**src/state_variable_audio_filter_defines.svh**
```systemverilog
// ----------------------------------------------------------------------------
// State variable audio filter: assertion macros
// Assertion macros shared by the filter RTL. They compile to nothing in
// synthesis builds.
// ----------------------------------------------------------------------------
`ifndef STATE_VARIABLE_AUDIO_FILTER_DEFINES_SVH
`define STATE_VARIABLE_AUDIO_FILTER_DEFINES_SVH
`ifndef SYNTH
// Same-cycle implication, checked on every clock outside reset
`define SVF_ASSERT_IMPLY(lbl, ante, cons) \
   lbl: assert property (@(posedge clock) disable iff (reset) (ante) |-> (cons)) \
      else $error("svf assertion failed");
// Next-cycle implication, checked on every clock outside reset
`define SVF_ASSERT_NEXT(lbl, ante, cons) \
   lbl: assert property (@(posedge clock) disable iff (reset) (ante) |=> (cons)) \
      else $error("svf assertion failed");
// Plain condition that holds on every clock outside reset
`define SVF_ASSERT_ALWAYS(lbl, cond) \
   lbl: assert property (@(posedge clock) disable iff (reset) (cond)) \
      else $error("svf assertion failed");
`else
`define SVF_ASSERT_IMPLY(lbl, ante, cons)
`define SVF_ASSERT_NEXT(lbl, ante, cons)
`define SVF_ASSERT_ALWAYS(lbl, cond)
`endif
`endif

```
**src/svf_pkg.sv**
```systemverilog
// ----------------------------------------------------------------------------
// State variable audio filter package
// Widths, register map, controller command bundle and the saturating
// fixed-point helpers shared by the controller, datapath and top level.
// ----------------------------------------------------------------------------
package svf_pkg;

   localparam int SAMPLE_W = 24;
   localparam int COEF_W   = 18;
   localparam int COUNT_W  = 3;
   localparam int ACC_W    = 32;
   localparam int PROD_W   = COEF_W + 1 + ACC_W;
   localparam int FRAC_W   = 16;
   localparam int ADDR_W   = 4;
   localparam int DATA_W   = 32;

   // Register map, indexed by paddr[3:2]
   localparam logic [1:0] REG_FREQ  = 2'd0;
   localparam logic [1:0] REG_DAMP  = 2'd1;
   localparam logic [1:0] REG_COUNT = 2'd2;

   // Register reset values (damping is about 1.8 in Q2.16)
   localparam logic [COEF_W-1:0]  FREQ_RESET  = 18'd0;
   localparam logic [COEF_W-1:0]  DAMP_RESET  = 18'd117965;
   localparam logic [COUNT_W-1:0] COUNT_RESET = 3'd1;

   typedef logic signed [ACC_W-1:0]    acc_type;
   typedef logic signed [SAMPLE_W-1:0] sample_type;
   typedef logic signed [PROD_W-1:0]   prod_type;

   // One-cycle commands from controller to datapath
   typedef struct packed {
      logic capture;   // latch the input sample
      logic mul_en;    // load the product register
      logic mul_damp;  // coefficient: damping instead of frequency
      logic mul_hp;    // operand: highpass instead of delayed bandpass
      logic low_en;    // lowpass from delayed lowpass plus product
      logic high_x;    // highpass from sample minus lowpass
      logic high_d;    // highpass minus damping product
      logic band_en;   // new bandpass, update delays and notch
      logic load_out;  // load the result register
   } cmd_type;

   // Saturate a sum that grew by one bit to the internal width
   function automatic acc_type sat_acc(input logic signed [ACC_W:0] v);
      acc_type r;
      if (v[ACC_W] != v[ACC_W-1]) begin
         r = v[ACC_W] ? {1'b1, {(ACC_W-1){1'b0}}} : {1'b0, {(ACC_W-1){1'b1}}};
      end else begin
         r = v[ACC_W-1:0];
      end
      return r;
   endfunction

   // Round a coefficient product to the internal format, floor shift, saturate
   function automatic acc_type coef_round(input prod_type p);
      logic signed [PROD_W:0]        s;
      logic signed [PROD_W-FRAC_W:0] q;
      acc_type                       r;
      s = {p[PROD_W-1], p} + (PROD_W+1)'(32768);
      q = s[PROD_W:FRAC_W];
      if (q[PROD_W-FRAC_W:ACC_W-1] != {(PROD_W-FRAC_W-ACC_W+2){q[PROD_W-FRAC_W]}}) begin
         r = q[PROD_W-FRAC_W] ? {1'b1, {(ACC_W-1){1'b0}}} : {1'b0, {(ACC_W-1){1'b1}}};
      end else begin
         r = q[ACC_W-1:0];
      end
      return r;
   endfunction

   // Saturate an internal value to the sample range
   function automatic sample_type sat_sample(input acc_type v);
      sample_type r;
      if (v[ACC_W-1:SAMPLE_W-1] != {(ACC_W-SAMPLE_W+1){v[ACC_W-1]}}) begin
         r = v[ACC_W-1] ? {1'b1, {(SAMPLE_W-1){1'b0}}} : {1'b0, {(SAMPLE_W-1){1'b1}}};
      end else begin
         r = v[SAMPLE_W-1:0];
      end
      return r;
   endfunction

endpackage

```
**src/svf_ctrl.sv**
```systemverilog
// ----------------------------------------------------------------------------
// State variable audio filter controller
// Sequences the six steps of each filter pass, counts passes per sample and
// owns the input stall and the result valid.
// ----------------------------------------------------------------------------
module svf_ctrl #(
   parameter int MAX_OVERSAMPLE = 4
) (
   input  logic                         clock,
   input  logic                         reset,
   input  logic                         req_valid,
   output logic                         req_stall,
   output logic                         rsp_valid,
   input  logic                         rsp_stall,
   input  logic [svf_pkg::COUNT_W-1:0]  oversample_count,
   output svf_pkg::cmd_type             cmd
);

   localparam int CNT_W = $clog2(MAX_OVERSAMPLE + 1);
   localparam int CMP_W = (CNT_W > svf_pkg::COUNT_W) ? CNT_W : svf_pkg::COUNT_W;

   typedef enum logic [7:0] {
      ST_IDLE   = 8'b0000_0001,
      ST_MUL_FB = 8'b0000_0010,
      ST_LOW    = 8'b0000_0100,
      ST_HIGH_X = 8'b0000_1000,
      ST_HIGH_D = 8'b0001_0000,
      ST_MUL_FH = 8'b0010_0000,
      ST_BAND   = 8'b0100_0000,
      ST_DONE   = 8'b1000_0000
   } state_type;

   state_type        state_ff, state_in;
   logic [CNT_W-1:0] remain_ff, remain_in;
   logic             rsp_valid_ff, rsp_valid_in;
   logic [CMP_W-1:0] count_ext;
   logic [CMP_W-1:0] passes;
   logic             accept;
   logic             out_free;

   // Clamp the pass count to one through MAX_OVERSAMPLE
   assign count_ext = CMP_W'(oversample_count);
   always_comb begin
      if (count_ext == '0) begin
         passes = CMP_W'(1);
      end else if (count_ext > CMP_W'(MAX_OVERSAMPLE)) begin
         passes = CMP_W'(MAX_OVERSAMPLE);
      end else begin
         passes = count_ext;
      end
   end

   assign req_stall = (state_ff != ST_IDLE);
   assign accept    = req_valid && !req_stall;
   assign out_free  = !rsp_valid_ff || !rsp_stall;
   assign rsp_valid = rsp_valid_ff;

   // Advance the pass sequence
   always_comb begin
      state_in     = state_ff;
      remain_in    = remain_ff;
      rsp_valid_in = rsp_valid_ff;
      cmd          = '0;
      if (rsp_valid_ff && !rsp_stall) begin
         rsp_valid_in = 1'b0;
      end
      unique case (state_ff)
         ST_IDLE: begin
            if (accept) begin
               cmd.capture = 1'b1;
               remain_in   = passes[CNT_W-1:0];
               state_in    = ST_MUL_FB;
            end
         end
         ST_MUL_FB: begin
            cmd.mul_en = 1'b1;
            state_in   = ST_LOW;
         end
         ST_LOW: begin
            cmd.low_en   = 1'b1;
            cmd.mul_en   = 1'b1;
            cmd.mul_damp = 1'b1;
            state_in     = ST_HIGH_X;
         end
         ST_HIGH_X: begin
            cmd.high_x = 1'b1;
            state_in   = ST_HIGH_D;
         end
         ST_HIGH_D: begin
            cmd.high_d = 1'b1;
            state_in   = ST_MUL_FH;
         end
         ST_MUL_FH: begin
            cmd.mul_en = 1'b1;
            cmd.mul_hp = 1'b1;
            state_in   = ST_BAND;
         end
         ST_BAND: begin
            cmd.band_en = 1'b1;
            remain_in   = remain_ff - CNT_W'(1);
            state_in    = (remain_ff == CNT_W'(1)) ? ST_DONE : ST_MUL_FB;
         end
         ST_DONE: begin
            // Hold until the result register is free
            if (out_free) begin
               cmd.load_out = 1'b1;
               rsp_valid_in = 1'b1;
               state_in     = ST_IDLE;
            end
         end
         default: begin
            state_in = ST_IDLE;
         end
      endcase
   end

   always_ff @(posedge clock) begin
      if (reset) begin
         state_ff     <= ST_IDLE;
         remain_ff    <= '0;
         rsp_valid_ff <= 1'b0;
      end else begin
         state_ff     <= state_in;
         remain_ff    <= remain_in;
         rsp_valid_ff <= rsp_valid_in;
      end
   end

endmodule

```
**src/svf_datapath.sv**
```systemverilog
// ----------------------------------------------------------------------------
// State variable audio filter datapath
// One shared coefficient multiplier, the saturating adders, the delayed
// bandpass and lowpass state and the result register.
// ----------------------------------------------------------------------------
module svf_datapath (
   input  logic                        clock,
   input  logic                        reset,
   input  svf_pkg::cmd_type            cmd,
   input  logic [svf_pkg::COEF_W-1:0]  freq_coeff,
   input  logic [svf_pkg::COEF_W-1:0]  damping,
   input  svf_pkg::sample_type         sample_in,
   output svf_pkg::sample_type         highpass_out,
   output svf_pkg::sample_type         bandpass_out,
   output svf_pkg::sample_type         lowpass_out,
   output svf_pkg::sample_type         notch_out
);

   svf_pkg::sample_type              x_ff;
   svf_pkg::prod_type                prod_ff, prod_in;
   svf_pkg::acc_type                 lp_ff, hp_ff, notch_ff;
   svf_pkg::acc_type                 band_ff, low_ff;
   svf_pkg::acc_type                 prod_rnd;
   svf_pkg::acc_type                 mul_opnd;
   svf_pkg::acc_type                 x_ext;
   logic [svf_pkg::COEF_W-1:0]       coef_sel;
   logic signed [svf_pkg::COEF_W:0]  mul_coef;
   svf_pkg::sample_type              hp_out_ff, bp_out_ff, lp_out_ff, notch_out_ff;

   // Select multiplier operands and form the exact product
   assign coef_sel = cmd.mul_damp ? damping : freq_coeff;
   assign mul_coef = {1'b0, coef_sel};
   assign mul_opnd = cmd.mul_hp ? hp_ff : band_ff;
   assign prod_in  = mul_coef * mul_opnd;
   assign prod_rnd = svf_pkg::coef_round(prod_ff);
   assign x_ext    = svf_pkg::ACC_W'(x_ff);

   // Working registers of the current pass
   always_ff @(posedge clock) begin
      if (cmd.capture) begin
         x_ff <= sample_in;
      end
      if (cmd.mul_en) begin
         prod_ff <= prod_in;
      end
      if (cmd.low_en) begin
         lp_ff <= svf_pkg::sat_acc({low_ff[svf_pkg::ACC_W-1], low_ff}
                                   + {prod_rnd[svf_pkg::ACC_W-1], prod_rnd});
      end
      if (cmd.high_x) begin
         hp_ff <= svf_pkg::sat_acc({x_ext[svf_pkg::ACC_W-1], x_ext}
                                   - {lp_ff[svf_pkg::ACC_W-1], lp_ff});
      end else if (cmd.high_d) begin
         hp_ff <= svf_pkg::sat_acc({hp_ff[svf_pkg::ACC_W-1], hp_ff}
                                   - {prod_rnd[svf_pkg::ACC_W-1], prod_rnd});
      end
      if (cmd.band_en) begin
         notch_ff <= svf_pkg::sat_acc({hp_ff[svf_pkg::ACC_W-1], hp_ff}
                                      + {lp_ff[svf_pkg::ACC_W-1], lp_ff});
      end
   end

   // Delayed bandpass and lowpass state
   always_ff @(posedge clock) begin
      if (reset) begin
         band_ff <= '0;
         low_ff  <= '0;
      end else if (cmd.band_en) begin
         band_ff <= svf_pkg::sat_acc({prod_rnd[svf_pkg::ACC_W-1], prod_rnd}
                                     + {band_ff[svf_pkg::ACC_W-1], band_ff});
         low_ff  <= lp_ff;
      end
   end

   // Result register, loaded once per sample after the last pass
   always_ff @(posedge clock) begin
      if (cmd.load_out) begin
         hp_out_ff    <= svf_pkg::sat_sample(hp_ff);
         bp_out_ff    <= svf_pkg::sat_sample(band_ff);
         lp_out_ff    <= svf_pkg::sat_sample(low_ff);
         notch_out_ff <= svf_pkg::sat_sample(notch_ff);
      end
   end

   assign highpass_out = hp_out_ff;
   assign bandpass_out = bp_out_ff;
   assign lowpass_out  = lp_out_ff;
   assign notch_out    = notch_out_ff;

endmodule

```
**src/state_variable_audio_filter.sv**
```systemverilog
// ----------------------------------------------------------------------------
// State variable audio filter
// Two-integrator state variable filter on Q1.23 samples with highpass,
// bandpass, lowpass and notch outputs and an APB-style register port.
// ----------------------------------------------------------------------------
// Each sample runs oversample_count filter passes (0 runs one pass, values
// above MAX_OVERSAMPLE run MAX_OVERSAMPLE). Each pass steps through the
// single shared 19x32 multiplier and its saturating adders, and the result
// register is loaded after the last pass. The next sample can be accepted
// once that result is loaded, even while it still waits under rsp_stall;
// the new sample's own result then holds until the result register is taken.
// Registers: 0x0 freq_coeff (Q2.16), 0x4 damping (Q2.16, reset 1.8),
// 0x8 oversample_count. Write them only while the filter is idle.
// ----------------------------------------------------------------------------
`include "state_variable_audio_filter_defines.svh"

module state_variable_audio_filter #(
   parameter int MAX_OVERSAMPLE = 4
) (
   input  logic                          clock,
   input  logic                          reset,
   // Sample input
   input  logic                          req_valid,
   output logic                          req_stall,
   input  logic signed [23:0]            req_sample_in,
   // Filter result
   output logic                          rsp_valid,
   input  logic                          rsp_stall,
   output logic signed [23:0]            rsp_highpass_out,
   output logic signed [23:0]            rsp_bandpass_out,
   output logic signed [23:0]            rsp_lowpass_out,
   output logic signed [23:0]            rsp_notch_out,
   // Register port
   input  logic                          csr_psel,
   input  logic                          csr_penable,
   input  logic                          csr_pwrite,
   input  logic [svf_pkg::ADDR_W-1:0]    csr_paddr,
   input  logic [svf_pkg::DATA_W-1:0]    csr_pwdata,
   output logic [svf_pkg::DATA_W-1:0]    csr_prdata,
   output logic                          csr_pready
);

   logic [svf_pkg::COEF_W-1:0]  freq_ff;
   logic [svf_pkg::COEF_W-1:0]  damp_ff;
   logic [svf_pkg::COUNT_W-1:0] count_ff;
   logic [1:0]                  reg_idx;
   logic                        csr_wr;
   svf_pkg::cmd_type            cmd;

   // Register port: decode and write
   assign csr_pready = 1'b1;
   assign reg_idx    = csr_paddr[3:2];
   assign csr_wr     = csr_psel && csr_penable && csr_pwrite && csr_pready;

   always_ff @(posedge clock) begin
      if (reset) begin
         freq_ff  <= svf_pkg::FREQ_RESET;
         damp_ff  <= svf_pkg::DAMP_RESET;
         count_ff <= svf_pkg::COUNT_RESET;
      end else if (csr_wr) begin
         unique case (reg_idx)
            svf_pkg::REG_FREQ:  freq_ff  <= csr_pwdata[svf_pkg::COEF_W-1:0];
            svf_pkg::REG_DAMP:  damp_ff  <= csr_pwdata[svf_pkg::COEF_W-1:0];
            svf_pkg::REG_COUNT: count_ff <= csr_pwdata[svf_pkg::COUNT_W-1:0];
            default: begin
            end
         endcase
      end
   end

   // Register read-back
   always_comb begin
      unique case (reg_idx)
         svf_pkg::REG_FREQ:  csr_prdata = svf_pkg::DATA_W'(freq_ff);
         svf_pkg::REG_DAMP:  csr_prdata = svf_pkg::DATA_W'(damp_ff);
         svf_pkg::REG_COUNT: csr_prdata = svf_pkg::DATA_W'(count_ff);
         default:            csr_prdata = '0;
      endcase
   end

   svf_ctrl #(
      .MAX_OVERSAMPLE (MAX_OVERSAMPLE)
   ) u_ctrl (
      .clock            (clock),
      .reset            (reset),
      .req_valid        (req_valid),
      .req_stall        (req_stall),
      .rsp_valid        (rsp_valid),
      .rsp_stall        (rsp_stall),
      .oversample_count (count_ff),
      .cmd              (cmd)
   );

   svf_datapath u_datapath (
      .clock        (clock),
      .reset        (reset),
      .cmd          (cmd),
      .freq_coeff   (freq_ff),
      .damping      (damp_ff),
      .sample_in    (req_sample_in),
      .highpass_out (rsp_highpass_out),
      .bandpass_out (rsp_bandpass_out),
      .lowpass_out  (rsp_lowpass_out),
      .notch_out    (rsp_notch_out)
   );

   // Accepted sample blocks the input until its passes are done and its result is loaded
   `SVF_ASSERT_NEXT(a_busy_after_accept, req_valid && !req_stall, req_stall)
   // Never overwrite a result that is still waiting
   `SVF_ASSERT_IMPLY(a_no_result_overrun, cmd.load_out, !rsp_valid || !rsp_stall)
   // Datapath steps apart from the multiplier load are mutually exclusive
   `SVF_ASSERT_ALWAYS(a_one_step, $onehot0({cmd.capture, cmd.low_en, cmd.high_x,
                                            cmd.high_d, cmd.band_en, cmd.load_out}))

endmodule
```
**config.mk**
```make
export PLATFORM = sky130hd
export DESIGN_NAME = state_variable_audio_filter
export DESIGN_NICKNAME = d
export VERILOG_FILES = /design/src/svf_pkg.sv /design/src/svf_ctrl.sv /design/src/svf_datapath.sv /design/src/state_variable_audio_filter.sv
export VERILOG_INCLUDE_DIRS = /design/src /design/src/src
export SDC_FILE = /design/constraint.sdc
export NUM_CORES = 2
export LEC_CHECK = 0
export ABC_CLOCK_PERIOD_IN_PS = 10800
export BUFFER_PORTS_ARGS = -buffer_cell sky130_fd_sc_hd__buf_2
export CORE_MARGIN = 1.5
export CORE_UTILIZATION = 39
export CTS_CLUSTER_SIZE = 16
export DETAILED_ROUTE_END_ITERATION = 7
export GPL_TIMING_DRIVEN = 1
export HOLD_SLACK_MARGIN = 0.03
export PLACE_DENSITY = 0.61
export RECOVER_POWER = 50
export SLEW_MARGIN = 30
export SYNTH_ARGS = -nofsm -noshare
export SYNTH_HDL_FRONTEND = slang
export SYNTH_SLANG_ARGS = --single-unit
```
**constraint.sdc**
```tcl
create_clock -name clock -period 10.8 [get_ports clock]
set_clock_uncertainty 0.1 [all_clocks]
set_input_delay 1.62 -clock clock [delete_from_list [all_inputs] [get_ports clock]]
set_output_delay 1.62 -clock clock [all_outputs]
set_load 0.05 [all_outputs]
```
# Word level (Yosys, flattened, before mapping)
# Index checks and enable logic that the tools add are counted.
# Widths: inputs -> output; s select.
[word_totals]
ff_bits = 382
out_inout_bits = 131
wordCells = 114
[op_classes]
n_addsub = 7
mul = 1
n_lt_le_gt_ge = 1
eq_ne = 24
n_mux = 46
n_reduce_logical = 18
[ops]
columns = ["cell", "n"]
rows = [
  ["$mux 32", 15],
  ["$mux 24", 8],
  ["$add 32x32->33", 3],
  ["$pmux 8 s8", 1],
  ["$pmux 18 s3", 1],
  ["$add 51x17->52 const B", 1],
  ["$mul 19x32->51", 1],
  ["$sub 24x32->33", 1],
  ["$sub 32x32->33", 1],
  ["$ne 8x8->1", 4],
  ["$mux 8", 3],
  ["$mux 18", 1],
  ["$mux 1", 13],
  ["$reduce_and 2->1", 5],
  ["$mux 3", 3],
  ["$eq 8x1->1 const B", 1],
  ["$eq 8x2->1 const B", 1],
  ["$eq 8x3->1 const B", 1],
  ["$eq 8x4->1 const B", 1],
  ["$eq 8x5->1 const B", 1],
  ["$eq 8x6->1 const B", 1],
  ["$eq 8x7->1 const B", 1],
  ["$eq 8x8->1 const B", 1],
  ["$ne 8x1->1 const B", 1],
  ["16 further kinds", 27],
]

# Depth between registers and ports, before layout
[logic_depth]
ltp_word = 8
ltp_mapped = 31

# By module
# Synthesis repeated with hierarchy kept, for this count alone.
[unflattened]
hier_cells = 4746
area_unflattened_um2 = 43713.2
[by_module_without_submodules]
columns = ["mod", "n_inst", "cells_each", "area_per_inst_um2"]
rows = [
  ["svf_datapath", 1, 4432, 40886.7],
  ["state_variable_audio_filter", 1, 223, 2068.2],
  ["svf_ctrl", 1, 91, 758.2],
]

# Worst setup path before layout
# Ideal clock, no wire load.
[synth_path]
kind = "register to register"
startpoint = "register u_ctrl.state_ff[0]"
endpoint = "register u_datapath.prod_ff[47], data pin"
t_arrival_ps = 8010
t_required_ps = 10442
setup_slack_ps = 2432
stages_incl_launch_ff = 30
path_buffers = 3
path_cell_list = "dfxtp_1 > nor4_4 > nand2_1 > clkbuf_1 > clkbuf_1 > mux2i_1 > clkbuf_1 > nor2_1 > fa_1 > fa_1 > inv_1 > fa_1 > inv_1 > fa_1 > fa_1 > inv_1 > fa_1 > inv_1 > ha_1 > a21o_1 > a21o_1 > a21o_1 > or3_1 > o22a_1 > nand4_1 > o21ai_1 > a2111o_1 > a31o_2 > a21oi_1 > xnor2_1"
[synth_via]
elab_chain_len = 4
[synth_lines]
columns = ["element", "line", "rtl"]
rows = [
  ["start, declared", "svf_ctrl.sv:33", "state_type state_ff, state_in;"],
  ["start signal, assigned", "svf_ctrl.sv:123", "state_ff <= state_in;"],
  ["$eq 8x3->1 or $eq 8x6->1 (tied branches)", "svf_ctrl.sv:67", "unique case (state_ff)"],
  ["$mux 1", "svf_ctrl.sv:67", ""],
  ["$mux 18 or $mux 32 (tied branches)", "svf_datapath.sv:31, svf_datapath.sv:33", ""],
  ["$mul 19x32->51 *", "svf_datapath.sv:34", "assign prod_in = mul_coef * mul_opnd;"],
  ["via u_datapath.prod_in[47]", "svf_datapath.sv:20", "svf_pkg::prod_type prod_ff, prod_in;"],
  ["end signal, assigned", "svf_datapath.sv:44", "prod_ff <= prod_in;"],
  ["end, declared", "svf_datapath.sv:20", ""],
]
# The timed path passes the listed nets; every way through them passes the cells marked *.
# A chain may end at the register's enable or synchronous reset.

# Final worst setup path
[layout_path]
startpoint = "register u_ctrl.state_ff[7]"
endpoint = "register u_datapath.prod_ff[50], data pin"
# Same word-level chain as after synthesis.

==> flow_metrics.tcl <==
set metrics [dict create \
    clock-sinks 367 \
    portBuffers 166 \
    finalCritPeriodShare 0.876 \
    critical_path_class "reg2reg" \
    synth_seq_cells 367 \
    drtAntennaViolNets 0 \
    fp-row-count 121 \
    grt_max_degree 80 \
    wl_met3_um 10500 \
    slew_violations 359 \
    num-nets-final 5758 \
    ios 198 \
    max_freq_ghz 0.106 \
    cts_resized 0 \
    ys_seq_area_frac 0.229 \
    cp.required_ns 11.10 \
    relSlewSlack -1.67 \
    core_area_mm2 0.109 \
    synth_top_cell_area_share 0.261 \
    diodes 0 \
    syn_to_final_growth_pct 9.56 \
    nFillCells 10700 \
    rr_worst_depth 26 \
    gp_congestion 0.977 \
    clock_latency_ns 0.62 \
    start_util 0.394 \
    tritoncts "done" \
    ctsHoldBuffers 0 \
    rsz0062_at_grt "no" \
    wl_per_cell_um 21.6 \
    drt_wl_total_um 137000 \
    max_cap_viol_count 9 \
    dr.max_layer_used "met4" \
    r2r_setup_slack_ns 1.34 \
    cts_buffers 42 \
    dieHeight_um 335 \
    hold_viol 0 \
    hp-class "reg2reg" \
    outcome "complete, but fails checks" \
    post_cts_buffers 0 \
    wl_met1_um 56400 \
    synth.distinct_cells 82 \
    first_pass_iters 6 \
    yosysTopAreaCell "fa_1" \
    dieArea_mm2 0.112 \
    netlist_top_cells_area "fa_1 (26%), edfxtp_1 (18%), ha_1 (8.3%)" \
    ys_dominant_reg_cell "edfxtp_1" \
    first_global_vias 34600 \
    r2r-start "u_ctrl.state_ff[7]$_SDFFE_PP0P_" \
    met2_length_um 63700 \
    grt_overflow_total 0 \
    synth_edf_count 252 \
    cts_htree_levels 2 \
    drt_iter0_markers 2584 \
    cp.arrival_ns 9.76 \
    worstReg2RegEnd "u_datapath.prod_ff[50]$_DFFE_PP_" \
    setup_ws_ns 1.34 \
    synth_area_mm2 0.0430 \
    power.leakage_uw 0.0217 \
    crit_path_end_kind "register" \
    die_w_um 335 \
    crit_path_start_kind "register" \
    fin_setup_tns_ns 0 \
    setup_viol 0 \
    p_per_area_mw_per_mm2 86.4 \
    vias_per_cell 5.41 \
    antenna_found_initial 2 \
    grt_pass1_wl_um 209000 \
    violations "max-capacitance violations, max-slew violations" \
    critPathMaxFanout 10 \
    critPathLaunch "u_ctrl.state_ff[7]$_SDFFE_PP0P_" \
    cts_root_buf "clkbuf_16" \
    endpoint "u_datapath.prod_ff[50]$_DFFE_PP_" \
    syn_area_per_cell_um2 9.09 \
    syn_inst 4731 \
    post-dp-hpwl_um 110000 \
    drive_above_1_share 0.0836 \
    dp_slack_ns 1.49 \
    tightest_slew_ns 4.00 \
    drcViolationCount 0 \
    yosysWarnings 0 \
    fin_crit_ns 9.46 \
    grt_usage 0.244 \
    path_clk_slew_ns 0.06 \
    peakVddDrop_mv 0.109 \
    vias 34400 \
    clock_path_buffers 3 \
    synthArstFlopShare 0 \
]
==> layout make-up <==
| type | instances | area, µm² | share of cell area |
|---|---|---|---|
| multi-input combinational | 3433 | 29800 | 0.632 |
| sequential | 367 | 9870 | 0.209 |
| inverter | 737 | 2770 | 0.0587 |
| tap | 1476 | 1850 | 0.0392 |
| timing repair buffer | 263 | 1460 | 0.0310 |
| clock buffer | 54 | 1160 | 0.0246 |
| clock inverter | 24 | 251 | 0.00534 |
==> report_power, final <==
| part | internal, µW | leakage [µW] | switching (µW) |
|---|---|---|---|
| Combinational | 321 | 0.0178 | 624 |
| Sequential | 1590 | 0.00324 | 50.6 |
| Clock | 823 | 0.000678 | 664 |
| Total | 2730 | 0.0217 | 1340 |
==> flip-flops by register name, summed over array words and instances, names as in the netlist <==
| name | cells |
|---|---|
| u_datapath.x_ff | 24 |
| damp_ff | 18 |
| freq_ff | 18 |
| count_ff | 3 |
| u_datapath.highpass_out | 24 |
| u_ctrl.state_ff | 8 |
| u_datapath.bandpass_out | 24 |
| u_datapath.notch_out | 24 |
| u_ctrl.remain_ff | 3 |
| u_datapath.hp_ff | 32 |
| u_datapath.low_ff | 32 |
| u_datapath.band_ff | 32 |
| u_datapath.notch_ff | 32 |
| u_datapath.lowpass_out | 24 |
| u_datapath.lp_ff | 32 |
| u_ctrl.rsp_valid | 1 |
| u_datapath.prod_ff | 36 |
==> placed cells by master (no fill, tap or decap), drive strengths merged, types with 60 or more instances in the layout <==
cell	n
xnor2	136
ha	286
o21a	60
inv	739
fa	561
nor2	489
clkbuf	104
edfxtp	252
nand2	526
mux2i	68
xor2	78
dfxtp	115
a21o	117
a21oi	326
buf	213
o21ai	158
==> cell usage after synthesis (all sizes together), types with 115 or more instances <==
library cell,number
inv,735
fa,561
nand2,526
nor2,489
a21oi,326
ha,286
edfxtp,252
clkbuf,175
o21ai,158
xnor2,136
a21o,117
dfxtp,115
==> layer usage <==
layer / global-route usage / vias up
met5: 0 / -
met4: 0.102 / 0
met3: 0.0450 / 307
met2: 0.406 / 1275
met1: 0.312 / 17100
li1: - / 15700
==> stage by stage <==
step           hold WS (ns)  cells  utilization  cell area, µm²  power [µW]
2_1_floorplan         0.343   4744            -           43100        2340
3_3_place_gp          0.357   6276        0.420           45900        2590
3_5_place_dp          0.360   6276        0.420           45900        2600
4_1_cts               0.370   6354        0.433           47300        4090
5_1_grt               0.391   6354        0.432           47100        4230
6_report              0.371   6354        0.432           47100        4070
==> logic make-up after synthesis <==
logic type | after synthesis | share of synthesized area
AOI/OAI and AO/OA | 911 | 0.134
DFF | 367 | 0.229
buffers and inverters | 944 | 0.0838
other | 2 | 0.000175
adders and majority gates | 883 | 0.353
xor gates and xnor gates | 214 | 0.0436
and+or+nand+nor | 1301 | 0.130
muxes | 109 | 0.0266
==> critical path: stages, from the launching register on <==
cell	delay, ns
dfxtp_1	0.37
nor4_4	0.65
nand3_1	0.49
o21ai_2	0.90
nand2_1	0.19
fa_1	0.57
inv_1	0.05
fa_1	0.49
inv_1	0.05
fa_1	0.48
inv_1	0.06
fa_1	0.48
fa_1	0.54
inv_1	0.05
fa_1	0.51
inv_1	0.05
ha_1	0.33
a21o_1	0.18
a21o_1	0.20
nor4_1	0.45
o2111ai_1	0.48
nand4_1	0.33
o211ai_1	0.24
a41o_1	0.35
a21oi_1	0.24
o21bai_1	0.11
xnor2_1	0.28
==> worst min-delay path by stage <==
stage	start	slack, ns	to	cells after the start
after CTS	freq_ff[12]$_SDFFE_PP0P_	0.37	freq_ff[12]$_SDFFE_PP0P_	2
final	freq_ff[12]$_SDFFE_PP0P_	0.37	freq_ff[12]$_SDFFE_PP0P_	2
after floorplan	freq_ff[0]$_SDFFE_PP0P_	0.34	freq_ff[0]$_SDFFE_PP0P_	2
after global routing	damp_ff[12]$_SDFFE_PP0P_	0.39	damp_ff[12]$_SDFFE_PP0P_	2
after detailed placement	freq_ff[12]$_SDFFE_PP0P_	0.36	freq_ff[12]$_SDFFE_PP0P_	2
after global placement	damp_ff[12]$_SDFFE_PP0P_	0.36	damp_ff[12]$_SDFFE_PP0P_	2
(Power assumes the default switching activity.)
